===== src/design/rpu_pkg.sv =====
`timescale 1ns / 1ps
`default_nettype none
// ----------------------------------------------------------------------------
// rpu_pkg
// Shared widths and pipeline types for the vector reflect/project unit.
// ----------------------------------------------------------------------------
package rpu_pkg;

  localparam int CW = 32;           // component width, Q16.16
  localparam int DW = 64;           // d.d and |v.d| width
  localparam int NW = 96;           // |d_i| * |v.d| width
  localparam int QW = 33;           // quotient bits (|p| stays below 2^33)
  localparam int PW = 35;           // signed projection component
  localparam int RW = 36;           // signed raw result before clamping

  localparam logic [1:0] OP_REMOVE  = 2'd0;
  localparam logic [1:0] OP_REFLECT = 2'd1;
  localparam logic [1:0] OP_PROJECT = 2'd2;

  localparam logic signed [RW-1:0] SAT_MAX = RW'(64'sd2147483647);
  localparam logic signed [RW-1:0] SAT_MIN = RW'(-64'sd2147483648);

  // per-request data that rides along with the divider
  typedef struct packed {
    logic [1:0]          op;
    logic [2:0][CW-1:0]  vec;
    logic                zero;
    logic [2:0]          pneg;
  } side_t;

  // one divider stage word, three lanes
  typedef struct packed {
    logic [2:0][DW-1:0]  rem;
    logic [2:0][QW-1:0]  quo;
    logic [2:0][NW-1:0]  num;
    logic [DW-1:0]       dd;
    side_t               side;
  } dv_t;

endpackage : rpu_pkg
`default_nettype wire


===== src/design/rpu_back.sv =====
`timescale 1ns / 1ps
`default_nettype none
// ----------------------------------------------------------------------------
// rpu_back
// Rounds the quotient into the signed projection, then forms the op result
// with saturation in the output register.
// ----------------------------------------------------------------------------
module rpu_back
  import rpu_pkg::*;
(
  input  wire logic                  clk,
  input  wire logic                  rst_n,
  input  wire logic                  en,
  input  wire logic                  in_valid,
  input  dv_t                        in_dv,
  output logic                       out_valid,
  output logic signed [CW-1:0]       out_res_x,
  output logic signed [CW-1:0]       out_res_y,
  output logic signed [CW-1:0]       out_res_z,
  output logic                       out_zero_direction,
  output logic                       out_clipped
);

  logic b1_vld_r;
  side_t b1_side_r;
  logic [2:0][PW-1:0] b1_p_r, b1_p_nxt;

  logic b2_vld_r;
  logic [2:0][CW-1:0] b2_res_r, b2_res_nxt;
  logic b2_zero_r, b2_clip_r, b2_clip_nxt;

  // round half away from zero, apply sign, force zero for a null direction
  always_comb begin
    logic        rnd;
    logic [QW:0] qr;
    for (int l = 0; l < 3; l++) begin
      rnd = ({in_dv.rem[l], 1'b0} >= {1'b0, in_dv.dd});
      qr  = {1'b0, in_dv.quo[l]} + (QW+1)'(rnd);
      if (in_dv.side.zero) begin
        b1_p_nxt[l] = '0;
      end else if (in_dv.side.pneg[l]) begin
        b1_p_nxt[l] = PW'(-{1'b0, qr});
      end else begin
        b1_p_nxt[l] = PW'({1'b0, qr});
      end
    end
  end

  // op select and clamp
  always_comb begin
    logic signed [RW-1:0] v, p, r;
    b2_clip_nxt = 1'b0;
    for (int l = 0; l < 3; l++) begin
      v = RW'($signed(b1_side_r.vec[l]));
      p = RW'($signed(b1_p_r[l]));
      case (b1_side_r.op)
        OP_REFLECT: r = v - (p <<< 1);
        OP_PROJECT: r = p;
        default:    r = v - p;
      endcase
      if (r > SAT_MAX) begin
        b2_res_nxt[l] = SAT_MAX[CW-1:0];
        b2_clip_nxt   = 1'b1;
      end else if (r < SAT_MIN) begin
        b2_res_nxt[l] = SAT_MIN[CW-1:0];
        b2_clip_nxt   = 1'b1;
      end else begin
        b2_res_nxt[l] = r[CW-1:0];
      end
    end
  end

  always_ff @(posedge clk) begin
    if (!rst_n) begin
      b1_vld_r <= 1'b0;
      b2_vld_r <= 1'b0;
    end else if (en) begin
      b1_vld_r <= in_valid;
      b2_vld_r <= b1_vld_r;
    end
  end

  always_ff @(posedge clk) begin
    if (en) begin
      b1_side_r <= in_dv.side;
      b1_p_r    <= b1_p_nxt;
      b2_res_r  <= b2_res_nxt;
      b2_zero_r <= b1_side_r.zero;
      b2_clip_r <= b2_clip_nxt;
    end
  end

  assign out_valid          = b2_vld_r;
  assign out_res_x          = b2_res_r[0];
  assign out_res_y          = b2_res_r[1];
  assign out_res_z          = b2_res_r[2];
  assign out_zero_direction = b2_zero_r;
  assign out_clipped        = b2_clip_r;

endmodule : rpu_back
`default_nettype wire


===== config.mk =====
export PLATFORM = sky130hd
export DESIGN_NAME = rpu_back
export DESIGN_NICKNAME = d
export VERILOG_FILES = /design/src/design/rpu_pkg.sv /design/src/design/rpu_back.sv
export SDC_FILE = /design/constraint.sdc
export NUM_CORES = 1
export LEC_CHECK = 0
export BUFFER_PORTS_ARGS = -buffer_cell sky130_fd_sc_hd__buf_2
export CAP_MARGIN = 20
export CORE_AREA = 2 2 326 328
export DETAILED_ROUTE_END_ITERATION = 7
export DIE_AREA = 0 0 328 330
export GPL_ROUTABILITY_DRIVEN = 0
export SYNTH_ARGS = -nofsm -noshare
export SYNTH_HDL_FRONTEND = slang
export SYNTH_SLANG_ARGS = --single-unit

===== constraint.sdc =====
create_clock -name clk -period 5.3 [get_ports clk]
set_clock_uncertainty 0.2 [all_clocks]
set_input_delay 0.53 -clock clk [delete_from_list [all_inputs] [get_ports clk]]
set_output_delay 0.53 -clock clk [all_outputs]
set_load 0.02 [all_outputs]

**Yosys cells after proc, flatten, opt, wreduce, memory -nomap -nowiden**

Index checks and enable logic that the tools add are counted.

- Flip-flop bits (word level): 304
- Output and inout port bits: 99
- Logic and storage cells: 58
- Bits of input ports: 749

- Reduce and logical (&&, ||, !) cells: 4
- Mux-type cells: 10
- Bitwise gates (word level): 3
- Eq/ne operators: 2
- Order comparisons: 9
- Add/sub/neg operators: 12

Operators by type and width:

| kind | number |
|---|---|
| $pmux 36 s2 | 3 |
| $ge 65x64->1 | 3 |
| $gt 36x32->1 const B | 3 |
| $lt 36x32->1 const B | 3 |
| $sub 32x35->36 | 3 |
| $sub 32x36->36 | 3 |
| $neg 34->35 | 3 |
| $add 33x1->34 | 3 |
| $mux 34 | 3 |
| $mux 32 | 3 |
| $reduce_or 2->1 | 3 |
| $reduce_or 5->1 | 1 |
| $not 1->1 | 3 |
| $eq 2x1->1 const B | 1 |
| $eq 2x2->1 const B | 1 |
| $mux 1 | 1 |

**Longest topological paths before layout**

- Word-level depth: 4
- Mapped depth: 29
- Mapped depth without buffers: 28

**Worst setup path after synthesis**

No wires, ideal clock.

- Kind: input -> register
- Start point: input in_dv[105] (netlist bit)
- End point: register b1_p_r[100] (netlist bit), data pin
- Arrival: 5.351 ns
- Buffers on the path: 0
- Slack: -0.517 ns
- Cell stages on the path: 28
- Library setup time: 0.266 ns
- Data required time: 4.834 ns
- Cell sequence: inv_1 ha_1 and4b_1 a211o_1 a21oi_1 o21ai_0 a21oi_1 nor3_1 nor2_1 a211oi_1 o311ai_0 a31oi_1 nor2_1 nand3_1 ha_1 ha_1 nand4_1 nor3_1 mux2_2 o22a_1 a2111o_1 nand2b_1 or2_1 or2_1 or2_1 o21ai_1 xor2_1 nor2_1

- Word-level cells in the longest chain between the ends: 4

Ends and longest elaborated chain:

| item | line | RTL |
|---|---|---|
| start, declared | rpu_back.sv:15 | `input dv_t in_dv,` |
| $ge 65x64->1 (*) | rpu_back.sv:37 | `rnd = ({in_dv.rem[l], 1'b0} >= {1'b0, in_dv.dd});` |
| $add 33x1->34 (*) | rpu_back.sv:38 | `qr = {1'b0, in_dv.quo[l]} + (QW+1)'(rnd);` |
| $neg 34->35 | rpu_back.sv:42 | `b1_p_nxt[l] = PW'(-{1'b0, qr});` |
| $mux 34 (*) | rpu_back.sv:41 | `end else if (in_dv.side.pneg[l]) begin` |
| end signal, assigned | rpu_back.sv:86 | `b1_p_r <= b1_p_nxt;` |
| end, declared | rpu_back.sv:26 | `logic [2:0][PW-1:0] b1_p_r, b1_p_nxt;` |

Mark *: on every way between the ends. The rest lies on a longest branch, timed or not.
A chain may end at the register's enable or synchronous reset.

**Worst setup path after layout**

- Start point: input in_dv[683] (netlist bit)
- End point: register b1_p_r[100] (netlist bit), data pin

The elaborated chain is that of the path after synthesis.

==> results.sh <==
export IMPL_status="finished, violations left"
export IMPL_violations="setup timing"
export IMPL_fp_dieArea_mm2=0.108
export IMPL_synth_top_family_by_area="compound AO/OA/AOI/OAI gates"
export IMPL_period_needed_ns=5.49
export IMPL_drt_vias_per_instance=5.28
export IMPL_max_slew_worst_pin_slew_ns=0.883
export IMPL_min_path_type="in2reg"
export IMPL_peakVddDrop_mv=0.256
export IMPL_grt_pass1_vias=31300
export IMPL_htree_num_levels=2
export IMPL_power_density_mw_per_mm2=256
export IMPL_drt_iter0_drc=2377
export IMPL_ant_nets=0
export IMPL_rsz0062_at_grt="true"
export IMPL_drive_gt1_share_pct=26.3
export IMPL_io_pins=848
export IMPL_clock_power_share_pct=23.0
export IMPL_clkTransAtPathRegs_ns=0.06
export IMPL_nNetsFinal=5894
export IMPL_placedInstanceArea_mm2=0.0393
export IMPL_grt_busiest_layer="met2"
export IMPL_met1_usage_pct=27.1
export IMPL_swShare_pct=39.6
export IMPL_clk_insertion_delay_late_ns=0.58
export IMPL_coreArea_mm2=0.105
export IMPL_max_freq_ghz=0.182
export IMPL_synth_edff_count=302
export IMPL_seq_area_frac_synth_pct=28.0
export IMPL_setup_viol=13
export IMPL_crit_type="in2reg"
export IMPL_synthSimpleGateAreaFrac_pct=17.7
export IMPL_cts_inserted_buffers=38
export IMPL_timing_hold_ws_ns=0.0603
export IMPL_seqPwrFrac_pct=29.8
export IMPL_fp_row_count=119
export IMPL_routed_wl_mm=125
export IMPL_tns_ns=-1.25
export IMPL_cp_max_fo=4
export IMPL_synth_compound_gate_area_share_pct=23.5
export IMPL_arrival_ns=5.57
export IMPL_hold_viol_final=0
export IMPL_drc_errors=0
export IMPL_synth_cell_types=100
export IMPL_antenna_found_initial=43
export IMPL_critPathRequiredTime_ns=5.39
export IMPL_synth_fa_ha_area_share_pct=15.7
export IMPL_via_count=32600
export IMPL_synthTopCellsByArea="edfxtp_1 28%, ha_1 15%, xnor2_1 5.9%"
export IMPL_use_met2_pct=36.0
export IMPL_yosysTopAreaCell="edfxtp_1"
export IMPL_cts_tree="built"
export IMPL_cp_slowest_cell="a2111o_1"
export IMPL_drv_cap=0
export IMPL_fin_area_mm2=0.0430
export IMPL_ys_warn_count=0
export IMPL_place_ws_ns=-1.18
export IMPL_grt_max_degree=107
export IMPL_async_reset_ff_share_pct=0
export IMPL_synth_area_mm2=0.0325
export IMPL_dominantRegCellSynth="edfxtp_1"
export IMPL_hpwl_mm=102
export IMPL_synth_xor_xnor_area_share_pct=9.36
export IMPL_p_switching_mw=4.35
export IMPL_layout_setup_ws_ns=-0.188
export IMPL_synth_top_area_share_pct=27.9
export IMPL_layout_worst_path_cycle_share_pct=104
export IMPL_combPwrFrac_pct=47.1
export IMPL_die_w_um=328
export IMPL_first_pass_iters=5
export IMPL_cts_sinks=304
export IMPL_portBuffers=559
export IMPL_overflow=0
export IMPL_drv_slew=0
export IMPL_total_power_mw=11.0
export IMPL_worst_setup_path_start_kind="input port"
export IMPL_slew_headroom_pct=41.1
export IMPL_grt_pass1_wl_mm=183
export IMPL_use_met3_pct=3.78
export IMPL_p_leak_nw=18.7
export IMPL_synth_avg_cell_area_um2=8.48
export IMPL_clockBufferDepth=3
export IMPL_wl_per_cell_um=20.2
export IMPL_ys_ff_latch=304
export IMPL_cp_end_kind="register"
export IMPL_postSynthCellCount=3831
export IMPL_start_util_pct=31.0
export IMPL_grt_usage_pct=21.9
export IMPL_p_int_mw=6.64
export IMPL_critPathMaxStageDelay_ns=0.43
export IMPL_synth_nets=4984
export IMPL_synth_mux_area_share_pct=0.801
export IMPL_cts_root_buf="clkbuf_16"
export IMPL_areaGrowthSynthToFinish_pct=32.3
export IMPL_die_h_um=330
layout make-up:
type / count / area, µm²
fillers: 10400 / 61700
multi-input cells: 3122 / 23000
flip-flops and latches: 304 / 9110
repair buffers: 1039 / 6920
well taps: 1391 / 1740
clock buffers: 42 / 966
inverters: 236 / 941
clock inverters: 26 / 221
diodes: 14 / 35.0
Yosys cell counts, types with 94 or more instances:
master    count
nand3_1     106
nor2_1      280
clkbuf_1    141
nand4_1      94
xor2_1      130
inv_1       235
nand2_1     270
a21o_1      143
xnor2_1     217
ha_1        398
edfxtp_1    302
o21ai_0     326
a21oi_1     323
worst paths after layout:
| kind | depth (start not counted) | start | slack (ns) | to |
|---|---|---|---|---|
| max | 29 | in_dv[683] | -0.19 | b1_p_r[100] |
| min reg2reg | 0 | b1_side_r[3] | 0.22 | out_zero_direction |
| max reg2reg | 16 | b1_side_r[69] | 0.29 | out_clipped |
| min | 1 | in_dv[66] | 0.06 | b1_side_r[66] |
registers in the layout, indices dropped and copies added (netlist names):
register            flops
b1_vld_r                1
out_valid               1
out_clipped             1
b1_side_r              99
b1_p_r                105
out_res_y              32
out_res_x              32
out_zero_direction      1
out_res_z              32
per-layer routing:
layer  share of wire (%)  wire, µm
met2                  46     57000
met1                  42     51800
met4                 6.1      7570
met3                 6.5      8100
met5                0.19       231
placed cells by master (no fill, tap or decap), drive strengths merged, types with 15 or more instances in the layout:
| master | netlist | routed |
|---|---|---|
| buf | 27 | 942 |
| ha | 398 | 398 |
| o21ai | 349 | 349 |
| a21oi | 324 | 324 |
| edfxtp | 302 | 302 |
| nor2 | 282 | 282 |
| nand2 | 271 | 271 |
| inv | 236 | 239 |
| xnor2 | 217 | 217 |
| a21o | 143 | 143 |
| xor2 | 130 | 130 |
| nand3 | 111 | 111 |
| nand4 | 97 | 97 |
| dlygate4sd3 | 1 | 96 |
| nor3 | 78 | 78 |
| nor2b | 66 | 66 |
| and3 | 63 | 63 |
| a221o | 56 | 56 |
| nand2b | 49 | 49 |
| a31oi | 43 | 43 |
| o31ai | 43 | 43 |
| clkbuf | 141 | 43 |
| o21a | 28 | 28 |
| o21bai | 27 | 27 |
| a221oi | 26 | 26 |
| a211oi | 24 | 24 |
| or2 | 21 | 21 |
| o211ai | 20 | 20 |
| and2 | 20 | 20 |
| nor4 | 19 | 19 |
| or3 | 18 | 18 |
| clkinv | 0 | 18 |
| a22oi | 17 | 17 |
| mux2i | 17 | 17 |
| a21boi | 15 | 15 |
worst max-delay path, delay by kind of cell:
family                     cells  cell delay, ns
buffers and inverters          2            0.26
AOI/OAI and AO/OA             10            1.96
xor gates and xnor gates       1            0.15
and+or+nand+nor               12            1.81
adders and majority gates      3            0.55
muxes                          1            0.30
power by group through the flow:
| stage | clock (mW) | combinational (mW) | sequential (mW) |
|---|---|---|---|
| 2_1_floorplan | 0 | 3.00 | 3.49 |
| 3_3_place_gp | 0 | 4.92 | 3.33 |
| 3_5_place_dp | 0 | 4.96 | 3.33 |
| 4_1_cts | 2.62 | 5.10 | 3.28 |
| 5_1_grt | 2.70 | 5.68 | 3.31 |
| 6_report | 2.53 | 5.18 | 3.28 |
metrics by stage:
stage,cells,util [%]
finish,6174,41.0
global placement,5947,37.5
floorplan,3831,-
detailed placement,5947,37.5
CTS,6145,40.4
global route,6173,41.0
cells by family (layout without fill, tap and decap cells):
| logic type | after synthesis | in the layout |
|---|---|---|
| other | 0 | 14 |
| AND/OR/NAND/NOR | 1142 | 1142 |
| multiplexers | 25 | 25 |
| AO/OA/AOI/OAI | 1204 | 1204 |
| XOR/XNOR | 347 | 347 |
| flip-flops | 304 | 304 |
| buffers and inverters | 405 | 1343 |
| adder cells (fa/ha/maj) | 404 | 404 |
what timing repair did:
action,CTS,global route
hold buffers,96,0
hold endpoints to repair,96,0
pin swaps,99,105
setup buffers,38,18
resized for setup,125,127
setup endpoints to repair,40,47
No activity file was read; power rests on OpenSTA's default activity.
